--- config.mk ---
export PLATFORM = sky130hd
export DESIGN_NAME = wvg_mul
export DESIGN_NICKNAME = d
export VERILOG_FILES = /design/src/design/wvg_mul.sv
export SDC_FILE = /design/constraint.sdc
export NUM_CORES = 2
export LEC_CHECK = 0
export ABC_AREA = 1
export BUFFER_PORTS_ARGS = -buffer_cell sky130_fd_sc_hd__buf_4
export CAP_MARGIN = 25
export CORE_ASPECT_RATIO = 0.9
export CORE_MARGIN = 5
export CORE_UTILIZATION = 41
export CTS_BUF_LIST = sky130_fd_sc_hd__clkbuf_8
export DETAILED_ROUTE_END_ITERATION = 8
export PLACE_DENSITY = 0.6
export SETUP_SLACK_MARGIN = 0.1
export SYNTH_ARGS = -nofsm -noshare
export SYNTH_HDL_FRONTEND = slang
export SYNTH_SLANG_ARGS = --single-unit
--- constraint.sdc ---
create_clock -name clk -period 6.26 [get_ports clk]
set_input_delay 0.626 -clock clk [delete_from_list [all_inputs] [get_ports clk]]
set_output_delay 0.626 -clock clk [all_outputs]
set_load 0.01 [all_outputs]
--- src/design/wvg_mul.sv ---
`timescale 1ns / 1ps
// ----------------------------------------------------------------------------
// wvg_mul
// Shared 33 x 33 unsigned multiplier with a registered product.
// ----------------------------------------------------------------------------
module wvg_mul (
  input  logic        clk,
  input  logic [32:0] op_a,
  input  logic [32:0] op_b,
  output logic [65:0] prod
);

  logic [65:0] prod_r;

  // one product per cycle
  always_ff @(posedge clk) begin
    prod_r <= 66'(op_a) * 66'(op_b);
  end

  assign prod = prod_r;

endmodule

# Yosys cells after proc, flatten, opt, wreduce, memory -nomap -nowiden
# Cells that the tools add are included.
[classes] n_mul=1
[ops] operator="33-bit by 33-bit multiplier with 66-bit output" n=1
[word_totals] wordCells=2 register_bits=66

# Depth between registers and ports, before layout
[logic_depth] word_depth=1 mapped_depth=33 ltp_nobuf=31

# Worst setup path after synthesis
# No wires, ideal clock.
[synth_path] kind="input -> register" start="input op_a[29]" end="register prod_r[64] (netlist: prod[64])" slack_ns=-0.425 t_arrival_ns=6.572 path_stages=27 required_time_ns=6.148 setup_ns=0.112 path_cell_list="clkbuf_1 clkbuf_1 nand2_1 fa_1 inv_1 fa_1 fa_1 inv_1 fa_1 inv_1 fa_1 fa_1 fa_1 inv_1 fa_1 inv_1 ha_1 nand2_2 inv_1 a21oi_1 nand2_1 nand2_1 nand2_1 a21oi_1 nand2_1 nand2_1 nand2_1"
[synth_via] elab_chain_cells=1
[synth_rtl] element="start: declaration" line_no="8" rtl="input logic [32:0] op_a,"
[synth_rtl] element="33-bit by 33-bit multiplier with 66-bit output" line_no="17" rtl="prod_r <= 66'(op_a) * 66'(op_b);"
[synth_rtl] element="end signal: assignment" line_no="17"
[synth_rtl] element="end: declaration" line_no="13" rtl="logic [65:0] prod_r;"
# Every way passes these cells.

# Final worst setup path
[layout_path] start="input op_b[5]" end="register prod_r[49] (netlist: prod[49])"
[layout_via] elab_chain_cells=1
[layout_rtl] element="start: declaration" line_no="9" rtl="input logic [32:0] op_b,"
[layout_rtl] element="33-bit by 33-bit multiplier with 66-bit output" line_no="17"
# Every way passes these cells.

==> flow_metrics.tcl <==
set metrics [dict create \
    outcome "finished with violations" \
    violations "negative setup slack" \
    multi_input_area_um2 32400 \
    ys_top_cells_by_area "fa_1 48%, inv_1 18%, nand2_1 16%, ha_1 8.3%, dfxtp_1 3.3%" \
    initial_core_util 0.413 \
    worst_pin_slew_ns 0.409 \
    mostFrequentLayoutCell "inv_1" \
    fin_crit_sh 1.05 \
    core_um2 96300 \
    synth_seq_cells 66 \
    cpPeakStageDelay_ns 0.58 \
    ff_latch_area_um2 1320 \
    grt_pass1_wl_um 191000 \
    gp_congestion 0.916 \
    fmax_mhz 152 \
    drive_above_1_share 0.181 \
    final_nets 6984 \
    worstPathMaxFanout 9 \
    wl_per_cell_um 16.8 \
    die_x_um 338 \
    synthCells 5406 \
    crit_top_cell "fa_1" \
    critPathTopFamily "adder cells" \
    async_flop_share 0 \
    syn_nets 6696 \
    fin_cells 6964 \
    final_cell_mix "1805 x inv_1, 1482 x nand2_1, 939 x fa_1" \
    ios 133 \
    grt_max_degree 25 \
    required_ns 6.50 \
    drt-vias-per-instance 4.63 \
    largest_register_ffs 66 \
    clock-root-buffer "clkbuf_8" \
    grt_usage 0.231 \
    finalHoldViolations 0 \
    antenna_found_initial 0 \
    hold_class "input pin to flip-flop" \
    clk_path_buf_depth 2 \
    critical_path_arrival_ns 6.84 \
    dpl_cell_area_um2 45100 \
    start_kind "input pin" \
    synth_edf_count 0 \
    grt_pass1_vias 35100 \
    layout_setup_ws_ns -0.338 \
    hpwl_um 102000 \
    cts_tree "yes" \
    diodes 0 \
    rows 108 \
    setup_viol 43 \
    drv_cap 0 \
    slew_violations 0 \
    gr-total-overflow 0 \
    cpMaxStageDelayCell "fa_1" \
    yosysWarningCount 0 \
    critical_path_class "input pin to flip-flop" \
    path_buf_inv 10 \
    pre_cts_slack_ns -0.858 \
    port_buffers 132 \
    die_height_um 306 \
    hold_depth 4 \
    drtIter0Drc 1710 \
    die-area_um2 103000 \
    cp.depth 29 \
    ant_nets 0 \
    endpoint_kind "flip-flop" \
    drc 0 \
    period_needed_ns 6.60 \
    synth_area_um2 39800 \
    area_delta_synth_final_pct 20.2 \
    vias 32200 \
    fillCellCount 9431 \
    clock_sinks 66 \
    cts_buffers 9 \
    htree_levels 3 \
    synth_cell_types 29 \
    rsz0062_at_grt "yes" \
    slew-limit-headroom 0.726 \
    ys_seq_area_frac 0.0332 \
    yosys.area.top_type "fa_1" \
    final_area_um2 47900 \
    finalWirelength_um 117000 \
    clk_pin_slew_ns 0.09 \
    ctsHoldBuffers 0 \
    ys.flop_type "dfxtp_1" \
    dp_cells 6917 \
    netlist.area_leader.share 0.482 \
    postSynthAreaPerCell_um2 7.37 \
    firstDrtPassIters 5 \
    final.setup.tns_ns -9.84 \
]
timing repair:
item / CTS / global route
pin swaps: 120 / 200
setup endpoints to repair: 53 / 53
cloned: 0 / 3
setup buffers: 12 / 19
gates resized for setup: 307 / 321
worst paths after layout:
kind / from / end / slack, ns
max: op_b[5] / prod[49] / -0.34
min: op_b[0] / prod[0] / 0.80
layer usage:
| metal | vias up | global-route usage | routed length [um] |
|---|---|---|---|
| li1 | 15100 | - | - |
| met5 | - | 0 | 0 |
| met3 | 197 | 0.0237 | 5120 |
| met4 | 0 | 0.0599 | 3530 |
| met2 | 776 | 0.413 | 58600 |
| met1 | 16100 | 0.302 | 49500 |
layout make-up:
type | instances | share of cell area
multi-input cells | 3174 | 0.677
inverters | 1902 | 0.149
repair buffers | 541 | 0.108
well taps | 1265 | 0.0331
flip-flops and latches | 66 | 0.0276
clock buffers | 9 | 0.00259
clock inverters | 7 | 0.00196
worst min-delay path, delay by kind of cell:
kind	cells	cell delay [ns]
buf+inv	3	0.37
simple gates	1	0.10
cell usage after synthesis (13+ instances only):
master / count
fa_1: 958
nand2_1: 1652
ha_1: 265
nor2_2: 13
clkbuf_1: 264
nand4_1: 13
nor2_1: 96
a21oi_1: 42
nand3_1: 51
xor2_1: 31
dfxtp_1: 66
inv_1: 1892
cells by family (layout without fill, tap and decap cells):
kind of cell | after synthesis | count (layout) | synth area share
AO/OA/AOI/OAI | 57 | 57 | 0.00804
XOR/XNOR | 36 | 36 | 0.00792
adder cells (fa/ha/maj) | 1223 | 1223 | 0.565
buffers and inverters | 2166 | 2459 | 0.204
flip-flops | 66 | 66 | 0.0332
AND/OR/NAND/NOR | 1858 | 1858 | 0.182
through the flow:
step,utilization,hold slack (ns)
after detailed placement,0.468,1.02
after CTS,0.484,0.782
after global routing,0.497,0.783
after floorplan,-,0.852
after global placement,0.468,1.02
final,0.497,0.804
Power is not shown: default switching activity piles up to over one toggle a cycle in this logic, so the estimate is an artifact.
