**src/design/wvg_store.sv**
```systemverilog
`timescale 1ns / 1ps
// ----------------------------------------------------------------------------
// wvg_store
// Waypoint memory: one write port, one read port with registered data.
// ----------------------------------------------------------------------------
module wvg_store #(
  parameter int DEPTH = 16,
  parameter int AW    = 4
) (
  input  logic          clk,
  input  logic          wr_en,
  input  logic [AW-1:0] wr_addr,
  input  logic [95:0]   wr_data,
  input  logic          rd_en,
  input  logic [AW-1:0] rd_addr,
  output logic [95:0]   rd_data
);

  logic [95:0] mem [DEPTH];
  logic [95:0] rd_data_r;

  // write port
  always_ff @(posedge clk) begin
    if (wr_en) begin
      mem[wr_addr] <= wr_data;
    end
  end

  // registered read
  always_ff @(posedge clk) begin
    if (rd_en) begin
      rd_data_r <= mem[rd_addr];
    end
  end

  assign rd_data = rd_data_r;

endmodule

```
**config.mk**
```make
export PLATFORM = sky130hd
export DESIGN_NAME = wvg_store
export DESIGN_NICKNAME = d
export VERILOG_FILES = /design/src/design/wvg_store.sv
export SDC_FILE = /design/constraint.sdc
export NUM_CORES = 1
export LEC_CHECK = 0
export ABC_CLOCK_PERIOD_IN_PS = 11300
export BUFFER_PORTS_ARGS = -buffer_cell sky130_fd_sc_hd__buf_2
export CORE_MARGIN = 2
export CORE_UTILIZATION = 24
export DETAILED_ROUTE_END_ITERATION = 12
export PLACE_DENSITY_LB_ADDON = 0.25
export SLEW_MARGIN = 20
export SYNTH_ARGS = -nofsm -noshare
export SYNTH_HDL_FRONTEND = slang
export SYNTH_SLANG_ARGS = --single-unit
```
**constraint.sdc**
```tcl
create_clock -name clk -period 11.3 [get_ports clk]
set_input_delay 1.695 -clock clk [delete_from_list [all_inputs] [get_ports clk]]
set_output_delay 1.695 -clock clk [all_outputs]
set_load 0.02 [all_outputs]
```
# After elaboration in Yosys (flattened, before gate mapping)
# Memories as Yosys holds them, arrays and structs flattened. A register that Yosys moved wholly into a read port is not among the register bits.
# Index checks and enable logic that the tools add are counted.
[totals]
regBits = 0
ramBits = 1536
inputBits = 107
output_inout_bits = 96
wordCells = 3
n_memories = 1
[op_classes]
muxes = 2
[mem_list]
columns = ["memory", "depth", "width", "read_ports", "rd_clocked_by_memory_dff", "wr", "line_no", "source"]
rows = [
  ["mem", 16, 96, 1, 1, 1, "19", "logic [95:0] mem [DEPTH];"],
]
[ops]
columns = ["cell", "count"]
rows = [
  ["1-bit 2-to-1 mux", 2],
]

# Logic depth before layout (Yosys ltp)
[depth]
ltp_word = 2
mapped_depth = 6
depth_no_buf = 3

# Worst setup path before layout
# OpenSTA, ideal clock, no wires.
[synth_path]
path_type = "input-to-reg"
startpoint = "input wr_addr[2]"
endpoint = "memory mem[0][0] (enable)"
setup_ps = 670
arrival_ps = 8703
required_ps = 10630
setup_slack_ps = 1927
cell_stages = 2
path_buffers = 0
cell_sequence = "or3b_2 -> nor3_1"
[synth_lines]
columns = ["element", "line_no", "source"]
rows = [
  ["start: declaration", "12", "input logic [AW-1:0] wr_addr,"],
  ["end: declaration", "19", ""],
]
# No word-level cell before the write port.

# Final worst setup path
[layout_path]
startpoint = "input wr_addr[2]"
endpoint = "memory mem[0][66] (enable)"
# No word-level cell before the write port.

==> impl_metrics.ini <==
[hold_path]
hold_depth = 3
worst_hold_path_type = register to register
worstHoldEndpoint = rd_data[80]
hold_path_startpoint = mem[7][80]

[cts]
clkLatencyLatePin_ns = 0.79
h-tree-depth = 4
root_cell_of_the_clock_tree = sky130_fd_sc_hd__clkbuf_16
cts_resized = 0
cts_made_buffers = 169
cts_max_path_buffers = 3
cts.clk_slew.worst_paths_ns = 0.06
clkSinkCount = 1632
cts_hold_buffers = 0
post_cts_buffers = 0
clock_tree_from_tritoncts = built

[sta]
timing.final.hold_violations = 0
timing.final.crit_period_ns = 4.32
setup_violations = 0
finalClockSkew_ns = 0.0240
final_critical_path_setup_slack_ns = 6.98
worst_case_headroom_to_the_max_slew_limit_pct = 32.8
drv_slew = 0
maximum_operating_frequency_mhz = 232
hold-worst-slack_ns = 0.731
finalSetupTns_ns = 0
rsz0062_at_grt = false
min_period_over_period_pct = 38.2
worstMarginPinSlew_ns = 1.01

[drt]
drc = 0
drt_first_iter_violations = 2047
routed-via-count = 26900
final_antenna_net_count = 0
avg_wl_per_cell_um = 26.0
drt_wl_total_mm = 162
routed_via_density = 4.32
drt_first_pass_iters = 5

[global_routing]
grt_pass1_wl_mm = 226
gr-usage-all-layers_pct = 12.5
pin_count_of_the_biggest_net_entering_global_routing = 110
antenna_found_initial = 52
first_global_vias = 28800
grt.overflow.total = 0

[worst_setup_path]
timing.rr.end = rd_data[90]
setup.worst_path.class = primary input to register
cp.arrival_ns = 4.72
timing.rr.start = mem[11][90]
cp_data_required_time_ns = 11.70
endpoint_kind_of_the_worst_setup_timing_path = register
r2r_slack_ns = 9.75
cp_max_fo = 39
worst_setup_path_start_kind = primary input
worst-r2r-cell-count = 3

[layout]
syn_to_final_growth_pct = 17.3
layout.area.seq_mm2 = 0.0490
fin_nets = 2858
post_layout_nonfiller_instances = 6238
post_route_cells_drive_above_1_share_pct = 30.8
final_core_util_pct = 28.2
multi_input_area_mm2 = 0.0107
final_cell_area_mm2 = 0.0708
layout.filler_cells = 24400

[floorplan]
design.die.area_mm2 = 0.255
top_level_ports = 203
core_mm2 = 0.251
starting_density_of_the_core_pct = 24.1
fp-row-count = 184
die_w_um = 505
die-height_um = 505

[place]
dpl_cell_area_mm2 = 0.0655
gp_routability_congestion = 0.663
post-dp-hpwl_mm = 74.4
portBuffers = 202
detailedPlace.worstSlack_ns = 6.11
place.detailed.instances = 5928

[logic_synthesis]
main_combinational_cell_family_by_area_after_synthesis = multiplexers
netlist_instances = 2460
synth_xor_area_share_pct = 0
ys_seq_elements = 1632
synth_nets = 2567
synth_simple_gate_area_share_pct = 0.817
synthesis.area_per_instance_um2 = 24.5
mappedNetlistArea_mm2 = 0.0603
yosys-mux-area-fraction_pct = 14.3
yosys_warnings = 0
synth_seq_area_share_pct = 81.2
synth.distinct_cells = 17
post_synth_fa_ha_maj_area_fraction_pct = 0
synth_compound_gate_area_share_pct = 2.39

[status]
run_status = finished clean

[power]
power-per-cell-area_mw_per_mm2 = 182
p_leak_nw = 21.8
power_consumption_mw = 12.8
vdd.ir_drop.worst_uv = 146

[job]
cap_violations = 0
layout by cell type, fill, tap and decap left out:
cell type	synthesis	layout
sky130_fd_sc_hd__clkinv_4	0	3
sky130_fd_sc_hd__clkbuf_1	46	28
sky130_fd_sc_hd__nor2b_4	0	2
sky130_fd_sc_hd__nor3_2	0	4
sky130_fd_sc_hd__clkinv_8	0	3
sky130_fd_sc_hd__clkbuf_16	0	172
sky130_fd_sc_hd__diode_2	0	9
sky130_fd_sc_hd__clkinv_1	0	41
sky130_fd_sc_hd__edfxtp_1	1632	1632
sky130_fd_sc_hd__or3b_2	1	1
sky130_fd_sc_hd__buf_6	21	1
sky130_fd_sc_hd__nand2b_1	2	2
sky130_fd_sc_hd__buf_8	0	2
sky130_fd_sc_hd__bufinv_16	0	12
sky130_fd_sc_hd__buf_12	0	16
sky130_fd_sc_hd__inv_6	0	6
sky130_fd_sc_hd__buf_4	19	31
sky130_fd_sc_hd__mux4_2	384	384
sky130_fd_sc_hd__nand3b_1	2	2
sky130_fd_sc_hd__and2_4	0	1
sky130_fd_sc_hd__a22oi_1	192	192
sky130_fd_sc_hd__nand3_1	1	1
sky130_fd_sc_hd__nand2_1	97	97
sky130_fd_sc_hd__nor2_4	0	13
sky130_fd_sc_hd__clkinvlp_4	0	9
sky130_fd_sc_hd__clkinv_2	0	27
sky130_fd_sc_hd__buf_2	11	199
critical path: stages:
cell and delay (ns):
sky130_fd_sc_hd__buf_2 0.11, sky130_fd_sc_hd__or3b_2 0.58, sky130_fd_sc_hd__nor3_2 0.15, sky130_fd_sc_hd__buf_4 0.51, sky130_fd_sc_hd__buf_4 0.70, sky130_fd_sc_hd__buf_4 0.83
metal layers:
layer | up-vias | global-route usage (%) | part of all wire, %
met5 | - | 0 | 0.12
li1 | 11200 | - | -
met4 | 32 | 3.37 | 2.2
met2 | 617 | 22.2 | 52
met3 | 286 | 2.81 | 4.9
met1 | 14800 | 15.2 | 41
Yosys cell counts:
cell type	instances	area share, %
sky130_fd_sc_hd__nand3_1	1	0.0083
sky130_fd_sc_hd__mux4_2	384	14
sky130_fd_sc_hd__buf_6	21	0.39
sky130_fd_sc_hd__nand2b_1	2	0.021
sky130_fd_sc_hd__nor2b_1	2	0.021
sky130_fd_sc_hd__a22oi_1	192	2.4
sky130_fd_sc_hd__buf_1	32	0.20
sky130_fd_sc_hd__or3b_2	1	0.015
sky130_fd_sc_hd__buf_4	19	0.24
sky130_fd_sc_hd__nand3b_1	2	0.025
sky130_fd_sc_hd__nand2_1	97	0.60
sky130_fd_sc_hd__and2_1	1	0.010
sky130_fd_sc_hd__buf_2	11	0.091
sky130_fd_sc_hd__clkbuf_1	46	0.29
sky130_fd_sc_hd__nor3_1	4	0.033
sky130_fd_sc_hd__edfxtp_1	1632	81
sky130_fd_sc_hd__nor2_1	13	0.081
power breakdown:
group,internal [mW],switching (mW),total (mW)
combinational,0.226,0.397,0.623
clock,3.05,2.31,5.36
sequential,6.82,0.0424,6.86
registers in the layout, indices dropped and copies added, names as in the netlist:
name	flops
rd_data	96
mem	1536
final cells by class:
type / count / area share (%)
Antenna cell: 9 / 0.0318
Clock buffer: 200 / 6.23
Clock inverter: 101 / 1.19
Multi-Input combinational cell: 699 / 15.1
Sequential cell: 1632 / 69.2
Tap cell: 3348 / 5.92
Timing Repair Buffer: 249 / 2.25
cells by family after synthesis:
group | after synthesis
and+or+nand+nor | 123
muxes | 384
buffers and inverters | 129
AOI/OAI and AO/OA | 192
DFF | 1632
worst max path at each step:
stage	startpoint	to	slack, ns	cells past startpoint
6_report	wr_addr[2]	mem[0][66]	6.98	6
5_1_grt	rd_addr[0]	rd_data[34]	6.79	6
4_1_cts	wr_addr[2]	mem[0][87]	6.96	6
3_5_place_dp	wr_addr[2]	mem[0][66]	6.11	6
3_3_place_gp	wr_addr[2]	mem[0][78]	6.11	6
2_1_floorplan	wr_addr[2]	mem[0][0]	1.93	2
(Power assumes the default switching activity.)
