`src/design/wvg_pkg.sv`:
```
`timescale 1ns / 1ps
// ----------------------------------------------------------------------------
// wvg_pkg
// Shared types and constants of the waypoint velocity generator.
// ----------------------------------------------------------------------------
package wvg_pkg;

  // input beat
  typedef struct packed {
    logic              kind;
    logic [3:0]        slot;
    logic              last_load;
    logic signed [31:0] coord_x;
    logic signed [31:0] coord_y;
    logic signed [31:0] coord_z;
  } in_t;

  // result beat
  typedef struct packed {
    logic signed [31:0] vel_x;
    logic signed [31:0] vel_y;
    logic signed [31:0] vel_z;
    logic [4:0]         target_slot;
    logic               all_reached;
  } out_t;

  // item kinds
  localparam logic KIND_LOAD = 1'b0;
  localparam logic KIND_STEP = 1'b1;

  // configuration register indexes
  typedef enum logic [1:0] {
    REG_PREF_SPEED = 2'd0,
    REG_GOAL_TOL   = 2'd1,
    REG_INV_DT     = 2'd2,
    REG_SLOW_RAD   = 2'd3
  } reg_idx_t;

  // reset values of the registers
  localparam logic [30:0] PREF_SPEED_RST = 31'd65536;
  localparam logic [30:0] GOAL_TOL_RST   = 31'd6554;
  localparam logic [30:0] INV_DT_RST     = 31'd655360;
  localparam logic [30:0] SLOW_RAD_RST   = 31'd131072;

  // squared near-zero threshold (66 units squared)
  localparam logic [65:0] NEAR_ZERO_SQ = 66'd4356;

  // iteration counts of the shared units
  localparam int ROOT_STEPS = 33;
  localparam int DIV_STEPS  = 31;

  // multiplier operations
  typedef enum logic [2:0] {
    OP_SQ   = 3'd0,
    OP_TOL  = 3'd1,
    OP_SLOW = 3'd2,
    OP_CAP  = 3'd3,
    OP_VEL  = 3'd4
  } op_t;

endpackage

```
`src/design/wvg_div.sv`:
```
`timescale 1ns / 1ps
// ----------------------------------------------------------------------------
// wvg_div
// Restoring divider, one quotient bit per cycle; the quotient is known to
// stay below 2^31, so the high part of the dividend starts as the remainder.
// ----------------------------------------------------------------------------
module wvg_div (
  input  logic        clk,
  input  logic        rst_n,
  input  logic        start,
  input  logic [63:0] num,
  input  logic [32:0] den,
  output logic        done,
  output logic [30:0] quo
);

  logic [32:0] rem_r, rem_nxt;
  logic [30:0] nb_r,  nb_nxt;
  logic [30:0] q_r,   q_nxt;
  logic [32:0] den_r, den_nxt;
  logic [4:0]  cnt_r, cnt_nxt;
  logic        busy_r, busy_nxt;
  logic        done_r, done_nxt;
  logic [33:0] trial;

  // shift in one dividend bit, subtract when it fits
  always_comb begin
    rem_nxt  = rem_r;
    nb_nxt   = nb_r;
    q_nxt    = q_r;
    den_nxt  = den_r;
    cnt_nxt  = cnt_r;
    busy_nxt = busy_r;
    done_nxt = 1'b0;
    trial    = {rem_r, nb_r[30]};
    if (start) begin
      rem_nxt  = num[63:31];
      nb_nxt   = num[30:0];
      q_nxt    = '0;
      den_nxt  = den;
      cnt_nxt  = 5'(wvg_pkg::DIV_STEPS);
      busy_nxt = 1'b1;
    end else if (busy_r) begin
      nb_nxt = {nb_r[29:0], 1'b0};
      if (trial >= {1'b0, den_r}) begin
        rem_nxt = 33'(trial - {1'b0, den_r});
        q_nxt   = {q_r[29:0], 1'b1};
      end else begin
        rem_nxt = trial[32:0];
        q_nxt   = {q_r[29:0], 1'b0};
      end
      cnt_nxt = cnt_r - 5'd1;
      if (cnt_r == 5'd1) begin
        busy_nxt = 1'b0;
        done_nxt = 1'b1;
      end
    end
  end

  always_ff @(posedge clk) begin
    if (!rst_n) begin
      busy_r <= 1'b0;
      done_r <= 1'b0;
      cnt_r  <= '0;
    end else begin
      busy_r <= busy_nxt;
      done_r <= done_nxt;
      cnt_r  <= cnt_nxt;
    end
  end

  always_ff @(posedge clk) begin
    rem_r <= rem_nxt;
    nb_r  <= nb_nxt;
    q_r   <= q_nxt;
    den_r <= den_nxt;
  end

  assign done = done_r;
  assign quo  = q_r;

endmodule

```
`config.mk`:
```
export PLATFORM = sky130hd
export DESIGN_NAME = wvg_div
export DESIGN_NICKNAME = d
export VERILOG_FILES = /design/src/design/wvg_pkg.sv /design/src/design/wvg_div.sv
export SDC_FILE = /design/constraint.sdc
export NUM_CORES = 1
export LEC_CHECK = 0
export BUFFER_PORTS_ARGS = -buffer_cell sky130_fd_sc_hd__buf_2
export CORE_MARGIN = 2
export CORE_UTILIZATION = 34
export CTS_BUF_LIST = sky130_fd_sc_hd__clkbuf_8 sky130_fd_sc_hd__clkbuf_16
export CTS_CLUSTER_DIAMETER = 200
export DETAILED_ROUTE_END_ITERATION = 12
export SLEW_MARGIN = 20
export SYNTH_ARGS = -nofsm -noshare
export SYNTH_HDL_FRONTEND = slang
export SYNTH_SLANG_ARGS = --single-unit
```
`constraint.sdc`:
```
create_clock -name clk -period 4.4 [get_ports clk]
set_clock_uncertainty 0.1 [all_clocks]
set_input_delay 0.22 -clock clk [delete_from_list [all_inputs] [get_ports clk]]
set_output_delay 0.22 -clock clk [all_outputs]
set_load 0.05 [all_outputs]
```
Word-level counts from Yosys, hierarchy flattened:

Index checks and enable logic that the tools add are counted.

* register bits: 135
* input bits: 100
* word-level logic and storage cells: 27

* add/subtract/negate cells: 2
* order comparisons: 1
* equality and inequality tests: 1
* muxes and demuxes: 12
* bitwise operators: 2
* reductions and logical operators: 2

Operators by type and width (number)
* two-way mux 33 bit: 3
* two-way mux 31 bit: 2
* greater-or-equal comparator 34 x 33 -> 1 bit: 1
* subtractor 33 bit: 1
* two-way mux 5 bit: 2
* == test 5 x 1 -> 1 bit (second input constant): 1
* two-way mux 1 bit: 5
* subtractor 5 x 1 -> 5 bit (second input constant): 1
* OR reduction 3 bit: 1
* NOT 1 bit: 2
* nonzero test 2 bit: 1

Depth between registers and ports, before layout:

* word-level depth: 4
* gate-level depth with buffers: 14
* mapped depth without buffers: 12

Worst setup path after synthesis:

OpenSTA, ideal clock, no wires.

* kind: flip-flop to flip-flop
* start: register nb_r[30]
* end: register rem_r[30], data pin
* library setup time: 0.270 ns
* arrival: 2.851 ns
* setup slack: 1.179 ns
* stages on the path, launching flop included: 15
* buffers on the path: 2
* path through: edfxtp_1 -> inv_1 -> ha_1 -> inv_1 -> fa_1 -> a21o_1 -> a221oi_2 -> o221ai_2 -> a221o_1 -> o21ai_2 -> buf_4 -> buf_2 -> nor2_1 -> a221oi_1 -> a21oi_1

* word-level cells in the longest chain between the ends: 4

RTL lines
* from (decl): RTL line wvg_div.sv:18 `logic [30:0] nb_r, nb_nxt;`
* from (signal assigned): RTL line wvg_div.sv:74 `nb_r <= nb_nxt;`
* subtractor 33 bit or greater-or-equal comparator 34 x 33 -> 1 bit (tied branches): RTL line wvg_div.sv:46, wvg_div.sv:45
* two-way mux 33 bit (*): RTL line wvg_div.sv:45 `if (trial >= {1'b0, den_r}) begin`
* two-way mux 33 bit (*): RTL line wvg_div.sv:43 `end else if (busy_r) begin`
* two-way mux 33 bit (*): RTL line wvg_div.sv:36 `if (start) begin`
* net rem_nxt[30]: RTL line wvg_div.sv:17 `logic [32:0] rem_r, rem_nxt;`
* to (signal assigned): RTL line wvg_div.sv:73 `rem_r <= rem_nxt;`
* to (decl): RTL line wvg_div.sv:17

The timed path passes the listed nets; every way through them passes the cells marked *. The select of a mux whose other input is x is not followed.
A chain may end at the register's enable or synchronous reset.

Worst setup path in the final report:

* start: register nb_r[30]
* end: register rem_r[10], data pin

The elaborated chain is that of the path after synthesis.

==> run_results.csv <==
group,metric,value,unit
run_status,outcome,"completed",
setup_path,cp-start-kind,"flip-flop",
grt,grtUsageMet2,0.260,
grt,antenna_found_initial,3,
routing,firstDrtPassIters,4,
timing,finalHoldViolations,0,
synth,async_flop_share,0,
grt,grt_start_max_net_pins,103,
setup_path,r2r-start,"nb_r[30]$_DFFE_PP_",
synth,netlist.area_leader.share,0.399,
synth,yosys_most_used_dff,"edfxtp_1",
synth,synth_compound_area_frac,0.139,
synth,ys_types,57,
floorplanning,rows,53,
worst_hold_path,min_path_type,"primary input to flip-flop",
routing,vias_per_cell,4.91,
floorplanning,chipHeight,150,µm
placement,hpwl,11700,µm
grt,grt-ovfl-total,0,
timing,fmax,258,MHz
setup_path,crit_slowest_cell,"o21ai_4",
grt,top_usage_layer,"met2",
layout,final_nets,1013,
synth,ys_seq_area_frac,0.504,
synth,netlist_instances,681,
synth,synth_mux_area_frac,0.103,
setup_path,cp_max_fo,28,
grt,grt_use_total,0.158,
timing,period_share,0.879,
routing,wl_per_cell,14.8,µm
timing,setup_viol,0,
cts,cts.sinks,135,
floorplanning,die_area,22600,µm²
layout,final_util,0.455,
setup_path,slowest_delay,0.50,ns
flow_run,max-cap-violations,0,
floorplanning,num_io_pins,132,
cts,root_buffer,"clkbuf_16",
pwr,power.density,538,nW/µm²
setup_path,cp_cell_sequence,"inv_1, ha_1, inv_1, fa_1, a21o_1, a221oi_2, o221ai_2, a221o_1, o21ai_4, buf_4, nor2_1, a211oi_1, a21oi_1",
synth,synth_commonest_cells,"edfxtp_1, nor2_1, inv_1, a21oi_1, nand2_1",
synth,ys_top_cells_by_area,"edfxtp_1, dfxtp_1, mux2_2, ha_1, mux2i_1",
routing,route.detailed.drc,0,
timing,worstMarginPinSlew,0.938,ns
cts,insertion_delay,0.42,ns
grt,grt_pass1_wl,28100,µm
synth,synth_area,7300,µm²
setup_path,crit_type,"flip-flop to flip-flop",
grt,grt_pass1_vias,5751,
cts,clk_pin_slew,0.06,ns
floorplanning,initial_core_util,0.347,
cts,post_cts_buffers,0,
routing,antenna_left,0,
synth,synth_top_family_by_area,"compound AO/OA/AOI/OAI gates",
setup_path,critical_path_arrival,3.91,ns
cts,cts-buffers-inserted,17,
setup_path,cpMostUsedCell,"inv_1",
setup_path,critPathRequiredTime,4.44,ns
layout,syn_to_final_growth,31.1,%
timing,period_needed,3.87,ns
synth,postSynthAreaPerCell,10.7,µm²
synth,yosys_register_bits,135,
grt,met3_usage,0.0491,
placement,gp_congestion,0.859,
synth,yosysTopAreaCell,"edfxtp_1",
synth,syn_nets,817,
cts,cts_tree,"built",
synth,synth_edf_count,97,
routing,drt_iter0_drc,292,
synth,synth-xor-area-share,0.0360,
floorplanning,core_area,21000,µm²
routing,totalWireLength,17300,µm
timing,slew-limit-headroom,0.375,
timing,finalMaxSlewViolations,0,
grt,met1_usage,0.199,
worst_hold_path,worstHoldStart,"num[27]",
placement,io_buffers,131,
pwr,vdd_ir_drop_max,0.000318,V
synth,yosysMostFrequentCell,"edfxtp_1",
timing,rsz0062_at_grt,"no",
cts,htree_levels,4,
routing,vias,5734,
setup_path,cp-end-kind,"flip-flop",
timing,final.setup.tns,0,ns
synth,yosysWarnings,0,
layout,layout-drive-gt1-share,0.243,
pwr,p_leak,4.06,nW
setup_path,crit_start,"nb_r[30]$_DFFE_PP_",
floorplanning,die_x,150,µm
synth,synth_fa_ha_area_frac,0.0628,
cts,cts_buffer_depth,2,
synth,synth-simple-area-share,0.111,
[per-stage QoR]
step,setup WS [ns],total power [mW],hold WS [ns],cell area [µm²],cells
4_1_cts,0.505,5.19,0.000136,9560,1165
6_report,0.531,5.14,0.0145,9570,1167
5_1_grt,0.249,5.49,0.00682,9560,1165
2_1_floorplan,1.18,3.18,0.219,7300,681
3_5_place_dp,0.542,3.62,0.298,8240,1062
3_3_place_gp,0.649,3.60,0.298,8240,1062
[per-layer routing]
| metal | up-vias | part of all wire |
|---|---|---|
| li1 | 2887 | - |
| met1 | 2688 | 0.46 |
| met2 | 140 | 0.46 |
| met3 | 17 | 0.063 |
| met4 | 2 | 0.012 |
| met5 | - | 0.00081 |
[power breakdown]
part	switching (mW)	total (mW)	internal [mW]
clock	0.628	1.49	0.857
combinational	1.12	1.95	0.832
sequential	0.0948	1.71	1.61
total	1.84	5.14	3.30
[flip-flops by register name, indices dropped and copies added, names as in the netlist]
signal and count:
busy_r 1, done 1, quo 31, nb_r 31, cnt_r 5, den_r 33, rem_r 33
[what timing repair did]
item | CTS | global route
hold buffers | 71 | 0
setup endpoints to repair | 0 | 0
hold endpoints to repair | 77 | 0
gates resized for setup | 0 | 0
[cell usage in the layout, fill, tap and decap left out, types with 6 or more instances in the layout]
master           n
dfxtp_1         37
o21a_1           9
a21oi_1         50
o21ai_0         31
o21bai_1         8
a21o_1          11
nand4_1         10
a211oi_1        12
ha_1            35
buf_2          130
dlygate4sd3_1   71
mux2_2          39
xor2_1          12
edfxtp_1        97
a221o_1          6
mux2i_1         31
inv_1           55
nor3_1           9
nand2_1         44
clkbuf_16       18
xnor2_1         18
nor2_1          62
[path summary, 6_finish.rpt]
| check | depth (start not counted) | endpoint | slack, ns |
|---|---|---|---|
| max | 13 | rem_r[10]$_DFFE_PP_ | 0.53 |
| min | 2 | nb_r[27]$_DFFE_PP_ | 0.01 |
| max reg2reg | 13 | rem_r[10]$_DFFE_PP_ | 0.53 |
| min reg2reg | 2 | quo[30]$_SDFFE_PP0P_ | 0.39 |
[cell families after synthesis]
kind of cell               count (synthesis)
AOI/OAI and AO/OA                        155
DFF                                      135
buffers and inverters                     86
adders and majority gates                 36
and+or+nand+nor                          169
muxes                                     70
xor gates and xnor gates                  30
[area by class of cell]
type / count / area [µm²]
Inverter: 55 / 206
Sequential cell: 135 / 3670
Clock buffer: 19 / 464
Antenna cell: 2 / 5.00
Clock inverter: 13 / 145
Multi-Input combinational cell: 460 / 3300
Tap cell: 275 / 344
Fill cell: 2031 / 11500
Timing Repair Buffer: 208 / 1430
[worst max-delay path: cells and delay by family (launching register included)]
family          cells  cell delay (ns)
compound gates      7             1.98
fa+ha+maj           2             0.55
buf+inv             3             0.49
flops               1             0.38
simple gates        1             0.09
Note: power is estimated with default switching activity, not from simulation.
