File: src/design/wvg_pkg.sv
`timescale 1ns / 1ps
// ----------------------------------------------------------------------------
// wvg_pkg
// Shared types and constants of the waypoint velocity generator.
// ----------------------------------------------------------------------------
package wvg_pkg;

  // input beat
  typedef struct packed {
    logic              kind;
    logic [3:0]        slot;
    logic              last_load;
    logic signed [31:0] coord_x;
    logic signed [31:0] coord_y;
    logic signed [31:0] coord_z;
  } in_t;

  // result beat
  typedef struct packed {
    logic signed [31:0] vel_x;
    logic signed [31:0] vel_y;
    logic signed [31:0] vel_z;
    logic [4:0]         target_slot;
    logic               all_reached;
  } out_t;

  // item kinds
  localparam logic KIND_LOAD = 1'b0;
  localparam logic KIND_STEP = 1'b1;

  // configuration register indexes
  typedef enum logic [1:0] {
    REG_PREF_SPEED = 2'd0,
    REG_GOAL_TOL   = 2'd1,
    REG_INV_DT     = 2'd2,
    REG_SLOW_RAD   = 2'd3
  } reg_idx_t;

  // reset values of the registers
  localparam logic [30:0] PREF_SPEED_RST = 31'd65536;
  localparam logic [30:0] GOAL_TOL_RST   = 31'd6554;
  localparam logic [30:0] INV_DT_RST     = 31'd655360;
  localparam logic [30:0] SLOW_RAD_RST   = 31'd131072;

  // squared near-zero threshold (66 units squared)
  localparam logic [65:0] NEAR_ZERO_SQ = 66'd4356;

  // iteration counts of the shared units
  localparam int ROOT_STEPS = 33;
  localparam int DIV_STEPS  = 31;

  // multiplier operations
  typedef enum logic [2:0] {
    OP_SQ   = 3'd0,
    OP_TOL  = 3'd1,
    OP_SLOW = 3'd2,
    OP_CAP  = 3'd3,
    OP_VEL  = 3'd4
  } op_t;

endpackage

File: src/design/wvg_root.sv
`timescale 1ns / 1ps
// ----------------------------------------------------------------------------
// wvg_root
// Digit-by-digit integer square root, one result bit per cycle.
// ----------------------------------------------------------------------------
module wvg_root (
  input  logic        clk,
  input  logic        rst_n,
  input  logic        start,
  input  logic [65:0] radicand,
  output logic        done,
  output logic [32:0] root
);

  logic [65:0] sv_r,   sv_nxt;
  logic [35:0] rem_r,  rem_nxt;
  logic [32:0] root_r, root_nxt;
  logic [5:0]  cnt_r,  cnt_nxt;
  logic        busy_r, busy_nxt;
  logic        done_r, done_nxt;
  logic [35:0] rem_cur;
  logic [35:0] trial;

  // one bit pair per cycle
  always_comb begin
    sv_nxt   = sv_r;
    rem_nxt  = rem_r;
    root_nxt = root_r;
    cnt_nxt  = cnt_r;
    busy_nxt = busy_r;
    done_nxt = 1'b0;
    rem_cur  = {rem_r[33:0], sv_r[65:64]};
    trial    = {1'b0, root_r, 2'b01};
    if (start) begin
      sv_nxt   = radicand;
      rem_nxt  = '0;
      root_nxt = '0;
      cnt_nxt  = 6'(wvg_pkg::ROOT_STEPS);
      busy_nxt = 1'b1;
    end else if (busy_r) begin
      sv_nxt = {sv_r[63:0], 2'b00};
      if (rem_cur >= trial) begin
        rem_nxt  = rem_cur - trial;
        root_nxt = {root_r[31:0], 1'b1};
      end else begin
        rem_nxt  = rem_cur;
        root_nxt = {root_r[31:0], 1'b0};
      end
      cnt_nxt = cnt_r - 6'd1;
      if (cnt_r == 6'd1) begin
        busy_nxt = 1'b0;
        done_nxt = 1'b1;
      end
    end
  end

  always_ff @(posedge clk) begin
    if (!rst_n) begin
      busy_r <= 1'b0;
      done_r <= 1'b0;
      cnt_r  <= '0;
    end else begin
      busy_r <= busy_nxt;
      done_r <= done_nxt;
      cnt_r  <= cnt_nxt;
    end
  end

  always_ff @(posedge clk) begin
    sv_r   <= sv_nxt;
    rem_r  <= rem_nxt;
    root_r <= root_nxt;
  end

  assign done = done_r;
  assign root = root_r;

endmodule

File: config.mk
export PLATFORM = sky130hd
export DESIGN_NAME = wvg_root
export DESIGN_NICKNAME = d
export VERILOG_FILES = /design/src/design/wvg_pkg.sv /design/src/design/wvg_root.sv
export SDC_FILE = /design/constraint.sdc
export NUM_CORES = 1
export LEC_CHECK = 0
export BUFFER_PORTS_ARGS = -buffer_cell sky130_fd_sc_hd__buf_2
export CAP_MARGIN = 20
export CORE_MARGIN = 3
export CORE_UTILIZATION = 60
export CTS_BUF_LIST = sky130_fd_sc_hd__clkbuf_8
export CTS_CLUSTER_DIAMETER = 200
export DETAILED_ROUTE_END_ITERATION = 7
export PLACE_DENSITY = 0.83
export SLEW_MARGIN = 15
export SYNTH_ARGS = -nofsm -noshare
export SYNTH_HDL_FRONTEND = slang
export SYNTH_SLANG_ARGS = --single-unit
File: constraint.sdc
create_clock -name clk -period 3.5 [get_ports clk]
set_input_delay 0 -clock clk [delete_from_list [all_inputs] [get_ports clk]]
set_output_delay 0 -clock clk [all_outputs]
set_load 0.05 [all_outputs]
# Word level (Yosys, flattened, before mapping)
# Cells that the tools add are included.
# word_totals
reg_bits,141
latchBits,0
ramBits,0
romBits,0
inputBits,69
output_inout_bits,34
elab_cells,26
n_memories,0
# classes
n_addsub,2
mul,0
n_div,0
magnitude_cmp,1
eq_ne,1
n_shift,0
muxes,10
bitwise_logic,2
reduce_logical,3
# ops
op,n
66-bit two-way mux,2
36-bit by 35-bit greater-or-equal comparator with 1-bit output,1
34-bit two-way mux,1
34-bit subtractor,1
6-bit two-way mux,2
"6-bit by 1-bit == test with 1-bit output, second input constant",1
"6-bit by 1-bit subtractor with 6-bit output, second input constant",1
1-bit two-way mux,5
3-bit OR reduction,1
1-bit inverter,2
2-bit nonzero test,1
2-bit OR reduction,1

# Logic depth before layout (Yosys ltp)
# Gate-level depths: netlist (run 1).
# logic_depth
ltp_word,4
mapped_depth,14
ltp_nobuf,12

# Worst setup path after synthesis (run 1)
# Ideal clock, no wire load.
# synth_timing
path_type,reg-to-reg
from,reg root_r[16] (netlist: root[16])
to,reg rem_r[33]
t_arrival_ns,3.040
t_required_ns,3.412
setup_slack_ns,0.371
stages_incl_launch_ff,13
n_path_buf,0
path_cell_list,dfxtp_1 > inv_1 > ha_1 > a21o_1 > a311o_1 > a221o_1 > nor3_2 > o21ai_2 > nand4b_2 > a31oi_2 > o21ai_2 > mux2_4 > a311oi_2
# synth_via
elab_chain_len,2
word_cells_on_any_way,3
cone_classes,add/sub (1); order compare (1); mux (1)
# synth_rtl
item,line,source
from (decl),wvg_root.sv:17,"logic [32:0] root_r, root_nxt;"
from (signal assigned),wvg_root.sv:72,root_r <= root_nxt;
34-bit subtractor or 36-bit by 35-bit greater-or-equal comparator with 1-bit output (tied branches),"wvg_root.sv:43, wvg_root.sv:42",
34-bit two-way mux *,wvg_root.sv:42,if (rem_cur >= trial) begin
to (signal assigned),wvg_root.sv:71,rem_r <= rem_nxt;
to (decl),wvg_root.sv:16,"logic [35:0] rem_r, rem_nxt;"
# Mark *: on every way between the ends. The rest lies on a longest branch, timed or not.
# A chain may end at the register's enable or synchronous reset.

# Final worst setup path (run 1)
# layout_timing
from,reg root_r[2] (netlist: root[2])
to,reg rem_r[33]
# The elaborated chain is that of the path after synthesis.

==> summary.txt, run 1 <==
Outcome
  – Status: completed

Power
  – PwrDens: 670 mW/mm^2
  – Maximum vdd ir drop: 0.468 mV
  – LEAKAGE: 3.86 nW

Drt
  – # DRC: 0
  – Drt pass-1 iters: 5
  – DRT Wirelength: 20.0 mm
  – Post-route ant nets: 0
  – Via count of the routed design: 6297
  – DR WL/cell: 18.4 um
  – WL met2: 10.4 mm
  – Routed vias/inst: 5.79
  – Wire length on met1: 7.70 mm
  – DR top layer: met4
  – Initial drt markers: 528
  – Met3 Wirelength: 1.27 mm

Layout
  – Layout cell share with drive strength beyond 1: 25.0%
  – Area grow syn2layout: 22.1%
  – Register area: 0.00349 sq mm
  – # diodes: 0
  – Fillers: 789
  – Final nets: 1012
  – Area of the multi-input gates: 0.00384 sq mm
  – Fin util: 76.4%

Synth
  – Post-synthesis adder-cell area fraction: 6.04%
  – Ys flop type: dfxtp_1
  – Cells after Synth: 742
  – Seq/Total Area, Yosys: 45.4%
  – Post-synth top area cell: edfxtp_1
  – Syn_area_per_cell: 10.3 sq um
  – Multiplexer share of the synthesized area: 14.0%
  – Top post-synthesis cells by area: edfxtp_1 26%, dfxtp_1 20%, mux2_2 9.4%, ha_1 6.0%, mux2i_1 4.4%
  – Synthesized flop and latch total: 141
  – Async SR Flop Fraction: 0%
  – Post-synth top area share: 25.8%
  – Post-Synth Simple-Gate Area: 11.9%
  – Mapped cell area: 0.00767 sq mm
  – YS warnings: 0
  – Post-synthesis compound-gate area fraction: 14.2%
  – Number of synthesized flops with an enable pin: 66
  – Most common cell in the netlist: nor2_1
  – Mapped Nets: 848
  – Largest family of logic cells by synthesized area: compound AO/OA/AOI/OAI gates
  – Post-synthesis xor/xnor area fraction: 3.65%
  – Most frequent cells after synthesis: 89 x nor2_1, 75 x dfxtp_1, 71 x nand2_1, 66 x edfxtp_1, 64 x mux2_2
  – Synth cell types: 66

Clocking
  – H-tree lvl count: 4
  – Number of buffers inserted during clock tree synthesis: 17
  – Root Driver: clkbuf_8
  – CTS tree: built
  – Post-CTS setup buffer count: 0
  – CTS Sinks: 141
  – CTS clk-pin slew, worst paths: 0.09 ns
  – Clock Tree Buf Depth: 2
  – Clock Latency Late Sink: 0.47 ns

GRT
  – Initial antenna violation count: 0
  – Number of global-route vias before repair: 6602
  – Grt total ovfl: 0
  – Largest net degree at the start of global routing: 77
  – First-pass GRT wire length: 32.4 mm
  – Gr usage total: 28.6%

Worst setup path
  – Crit-path max FO: 4
  – CP Capture Type: register
  – Critical Path RT: 3.88 ns
  – Crit path kind: reg2reg
  – Cell mode on critical path: o21ai_2
  – CP Cell Sequence: inv_1 -> ha_1 -> nand2_2 -> o31ai_2 -> o2111a_2 -> o31ai_4 -> o21ai_2 -> nand4b_2 -> a31oi_2 -> o21ai_2 -> mux2_4 -> a311oi_2
  – CP Launch Type: register
  – Slowest CP cell: o31ai_2
  – Max stage delay on crit path: 0.44 ns
  – Worst Path Arrival: 3.60 ns

STA
  – Pins Over Slew Limit: 0
  – Worst Max-Slew Pin Slew: 0.981 ns
  – Hold Fails Final Rpt: 0
  – Crit path time final: 3.22 ns
  – Endpoints failing setup: 0
  – Slew Limit Headroom: 34.6%
  – Setup TNS: 0 ns
  – Period utilisation layout: 92.1%
  – Highest clock rate: 310 MHz
  – Setup Skew: 0.0176 ns
  – RSZ-0062 raised after global routing: false

Floorplanning
  – Core ar.: 0.0123 sq mm
  – # IOs: 103
  – Starting Density: 62.6%
  – Total Die Area: 0.0142 sq mm
  – Cell Rows: 40
  – Width of the die: 119 um
  – Height of the die: 119 um

Place
  – HPWL after DPL: 11.7 mm
  – Buffers added on ports: 102
  – Placer Congestion: 0.926

Job
  – Max cap viols: 0

Min path
  – Worst hold path class: in2reg
## cell families after synthesis
family          count (synthesis)
buf+inv                        77
mux                            99
fa+ha+maj                      37
simple gates                  209
xor+xnor                       32
flops                         141
compound gates                147
## path summary, 6_finish.rpt
check | end | slack (ns) | cells past startpoint | from
worst max-delay path | rem_r[33] | 0.28 | 12 | root[2]
worst min-delay path | sv_r[5] | 0.14 | 2 | start
worst min register to register | rem_r[25] | 0.50 | 2 | rem_r[25]
worst max register to register | rem_r[33] | 0.28 | 12 | root[2]
## layout make-up
class                           instances  share of cell area [%]
Sequential cell                       141                    37.2
Inverter                               42                    1.68
Clock buffer                           17                    2.50
Tap cell                              168                    2.24
Timing Repair Buffer                  179                    13.4
Multi-Input combinational cell        525                    41.1
Clock inverter                         15                    1.83
## repair_timing
action | in CTS | in global routing
setup endpoints to repair | 0 | 10
hold endpoints to repair | 74 | 0
hold buffers | 67 | 0
resized for setup | 0 | 1
## report_power, final
part	switching (mW)	internal (mW)	leakage, nW
Combinational	1.64	1.18	2.40
Sequential	0.133	1.93	1.28
Clock	0.686	0.701	0.193
## registers in the layout (all words and copies together), names as in the netlist
register	flops
done	1
rem_r	34
busy_r	1
root	33
cnt_r	6
sv_r	66
## layer usage
layer  GRT usage (%)  vias up
met5               0        -
met3            7.74       53
met4            11.8        0
met2            51.5      247
met1            31.6     2996
li1                -     3001
## through the flow
step	instance area [sq um]	worst slack (ns)	std cells	total power, mW	hold slack [ns]
after floorplan	7670	0.371	742	4.26	0.118
after global placement	8270	0.278	987	4.60	0.250
after detailed placement	8270	0.184	987	4.70	0.255
after CTS	9340	0.133	1086	6.12	0.114
after global routing	9360	0.0324	1087	6.65	0.146
final	9360	0.278	1087	6.28	0.144
## layout by cell type, fill, tap and decap left out, drive strengths merged, types with 8 or more instances in the layout
master and count:
a21o 19, edfxtp 66, ha 37, mux2i 34, a311oi 23, dlygate4sd3 67, dfxtp 75, nor3 8
clkbuf 17, mux2 65, inv 44, nand2 73, xor2 15, a21oi 32, nor2 90, buf 112
o21ai 22, a31oi 8, xnor2 17
## critical path, delay by kind of cell, from the launching register on
kind,cells,cell delay (ns)
DFF,1,0.42
adders and majority gates,1,0.36
AOI/OAI and AO/OA,7,1.67
and+or+nand+nor,2,0.27
buffers and inverters,1,0.08
muxes,1,0.31
(Power assumes the default switching activity.)
==> run 2, diff against run 1 <==
- CAP_MARGIN: 20 -> unset
- CORE_ASPECT_RATIO: unset -> 1.25
- CORE_UTILIZATION: 60 -> 65
- PLACE_DENSITY: 0.83 -> 0.89
- clock period: 3.5 -> 3.85 ns (I/O delays scaled with it)
==> summary.txt, run 2 (synthesis gave the netlist of run 1 again) <==
Power
  – Switching power: 2.33 mW (-5.5%)
  – Internal power: 3.38 mW (-11%)
  – PwrDens: 615 mW/mm^2 (-8.2%)
  – Maximum vdd ir drop: 0.402 mV (-14%)
  – Sw Share: 40.8% (+1.5 points)
  – Seq pwr share: 33.2% (+0.3 points)
  – Clock share of power: 21.2% (-0.9 points)
  – LEAKAGE: 3.84 nW (-0.76%)
  – Combinational power share: 45.6% (+0.6 points)
  – Total Power: 5.70 mW (-9.1%)

Clocking
  – Hold buffer count at cts: 67 (unchanged)
  – Root Driver: clkbuf_8
  – H-tree lvl count: 4 (unchanged)
  – CTS Sinks: 141 (unchanged)
  – # resized after CTS: 0 (unchanged)
  – Number of buffers inserted during clock tree synthesis: 17 (unchanged)
  – Clock Tree Buf Depth: 2 (unchanged)
  – Post-CTS setup buffer count: 0 (unchanged)
  – Clock Latency Late Sink: 0.45 ns (-0.02 ns)
  – CTS clk-pin slew, worst paths: 0.09 ns (about the same)
  – CTS tree: built

Drt
  – Drt pass-1 iters: 8 (+3)
  – DR WL/cell: 20.5 um (+11%)
  – DRT Wirelength: 21.5 mm (+7.3%)
  – Post-route ant nets: 0 (unchanged)
  – Routed vias/inst: 6.17 (+6.5%)
  – # DRC: 0 (unchanged)
  – Initial drt markers: 530 (+0.38%)
  – Via count of the routed design: 6471 (+2.8%)

Place
  – Placer Congestion: 0.912 (-1.5%)
  – Buffers added on ports: 102 (unchanged)
  – Placed Cells incl. Taps: 950 (-3.7%)
  – HPWL after DPL: 11.9 mm (+1.7%)
  – DP Worst Slack: 0.660 ns (+0.476 ns)

Min path
  – Min-delay src: start
  – Hold Path Stages: 2 (unchanged)
  – Worst hold path class: in2reg
  – Hold EP: root[4]

STA
  – Fin worst setup slack: 0.546 ns (+0.268 ns)
  – Hold Fails Final Rpt: 0 (unchanged)
  – Endpoints failing setup: 0 (unchanged)
  – Pins Over Slew Limit: 0 (unchanged)
  – Period utilisation layout: 85.8% (-6.2 points)
  – Setup TNS: 0 ns (unchanged)
  – Slew Limit Headroom: 42.1% (+7.5 points)
  – Highest clock rate: 303 MHz (-2.5%)
  – Crit path time final: 3.30 ns (+0.0823 ns)
  – Worst Max-Slew Pin Slew: 0.868 ns (-0.113 ns)
  – RSZ-0062 raised after global routing: false
  – Setup Skew: 0.0219 ns (+0.00437 ns)

Worst setup path
  – Crit path kind: reg2reg
  – Buffers and inverters on the worst path: 2 (+1)
  – Worst r2r src: root[5]
  – Worst Path Arrival: 3.66 ns (+0.06 ns)
  – FF-to-FF path depth: 13 (+1)
  – Slowest CP cell: o21bai_4
  – Max stage delay on crit path: 0.45 ns (about the same)
  – CP Capture Type: register
  – Critical Path RT: 4.21 ns (+0.33 ns)
  – R2r setup slk: 0.55 ns (+0.27 ns)
  – Cell mode on critical path: a21o_1
  – CP Cell Sequence: inv_1 -> ha_1 -> a21o_1 -> a21o_1 -> a21o_1 -> a311o_1 -> o21ai_1 -> nand2_2 -> o21bai_4 -> buf_12 -> nor2_1 -> a2bb2oi_1 -> a311oi_2
  – Reg-to-reg endpoint: rem_r[33]
  – CP top delay family: compound AO/OA/AOI/OAI gates
  – Worst setup path startpoint: root[5]
  – Crit-path max FO: 20 (+16)
  – CP Launch Type: register

GRT
  – Number of global-route vias before repair: 6566 (-0.55%)
  – Gr usage total: 33.3% (+4.8 points)
  – Initial antenna violation count: 0 (unchanged)
  – First-pass GRT wire length: 33.6 mm (+3.6%)
  – Largest net degree at the start of global routing: 75 (-2.6%)
  – Grt total ovfl: 0 (unchanged)

Layout
  – Commonest non-fill, non-tap cells in the layout: 101 x buf_2, 89 x nor2_1, 74 x dfxtp_1, 71 x nand2_1, 67 x dlygate4sd3_1
  – Area grow syn2layout: 20.9%
  – Max reg flops: 66 (unchanged)
  – Area of the multi-input gates: 0.00382 sq mm (-0.52%)
  – Top reg by flops: sv_r
  – # diodes: 0 (unchanged)
  – Layout cell share with drive strength beyond 1: 25.1% (+0.028 points)
  – Register area: 0.00349 sq mm (unchanged)
  – Fillers: 625 (-21%)
  – Final nets: 1007 (-0.49%)
  – Non-filler cells, final: 1049 (-3.5%)
  – Fin util: 82.1% (+5.7 points)
  – Most common cell after layout, fill and taps aside: buf_2

Floorplanning
  – # IOs: 103 (unchanged)
  – Height of the die: 127 um (+7.0%)
  – Total Die Area: 0.0131 sq mm (-7.2%)
  – Cell Rows: 43 (+7.5%)
  – Width of the die: 103 um (-13%)
  – Core ar.: 0.0113 sq mm (-7.9%)
  – Starting Density: 67.9% (+5.3 points)

Job
  – Max cap viols: 0 (unchanged)

Outcome
  – Status: completed
-- run 2: changes by cell type in the layout (fill, tap and decap cells not counted), sizes merged --
cell      previous run  this run
clkinv               7         3
clkinvlp             3         5
inv                 44        48
bufinv               3         1
o21bai               4         3
buf                112       108
-- run 2: layout make-up --
| class | instances | area share, % |
|---|---|---|
| sequential | 141 | 37.6 |
| clock inverter | 15 | 1.70 |
| timing repair buffer | 175 | 13.4 |
| tap | 135 | 1.82 |
| inverter | 42 | 1.70 |
| multi-input combinational | 524 | 41.3 |
| clock buffer | 17 | 2.52 |
-- run 2: metrics by stage --
step           instance area, sq um  hold WS (ns)
6_report                       9270         0.113
5_1_grt                        9270         0.115
4_1_cts                        9270        0.0913
3_5_place_dp                   8210         0.267
3_3_place_gp                   8210         0.255
2_1_floorplan                  7670         0.118
-- run 2: routing by layer --
layer	vias to the layer above	track usage (%)	routed length [um]
met4	0	16.2	1180
met2	340	59.0	11200
met5	-	0	0
met3	87	7.32	1280
li1	2984	-	-
met1	3060	37.0	7810
-- run 2: worst register-to-register path, stage by stage, from the launching register on --
cell       delay [ns]
dfxtp_1          0.40
inv_1            0.07
ha_1             0.37
a21o_1           0.22
a21o_1           0.18
a21o_1           0.19
a311o_1          0.39
o21ai_1          0.16
nand2_2          0.12
o21bai_4         0.45
buf_12           0.22
nor2_1           0.06
a2bb2oi_1        0.13
a311oi_2         0.25
-- run 2: how the worst max path moves through the flow --
stage | end | slack (ns) | depth (start not counted)
global route | rem_r[7] | 0.36 | 11
global placement | rem_r[33] | 0.75 | 13
floorplan | rem_r[33] | 0.72 | 12
detailed placement | rem_r[33] | 0.66 | 13
finish | rem_r[33] | 0.55 | 13
CTS | rem_r[33] | 0.64 | 13
-- run 2: power by group through the flow --
| stage | clock (mW) | sequential, mW | combinational, mW |
|---|---|---|---|
| 2_1_floorplan | 0 | 1.87 | 2.00 |
| 3_5_place_dp | 0 | 1.90 | 2.42 |
| 4_1_cts | 1.18 | 1.87 | 2.51 |
| 3_3_place_gp | 0 | 1.89 | 2.33 |
| 5_1_grt | 1.28 | 1.91 | 2.81 |
| 6_report | 1.21 | 1.89 | 2.60 |
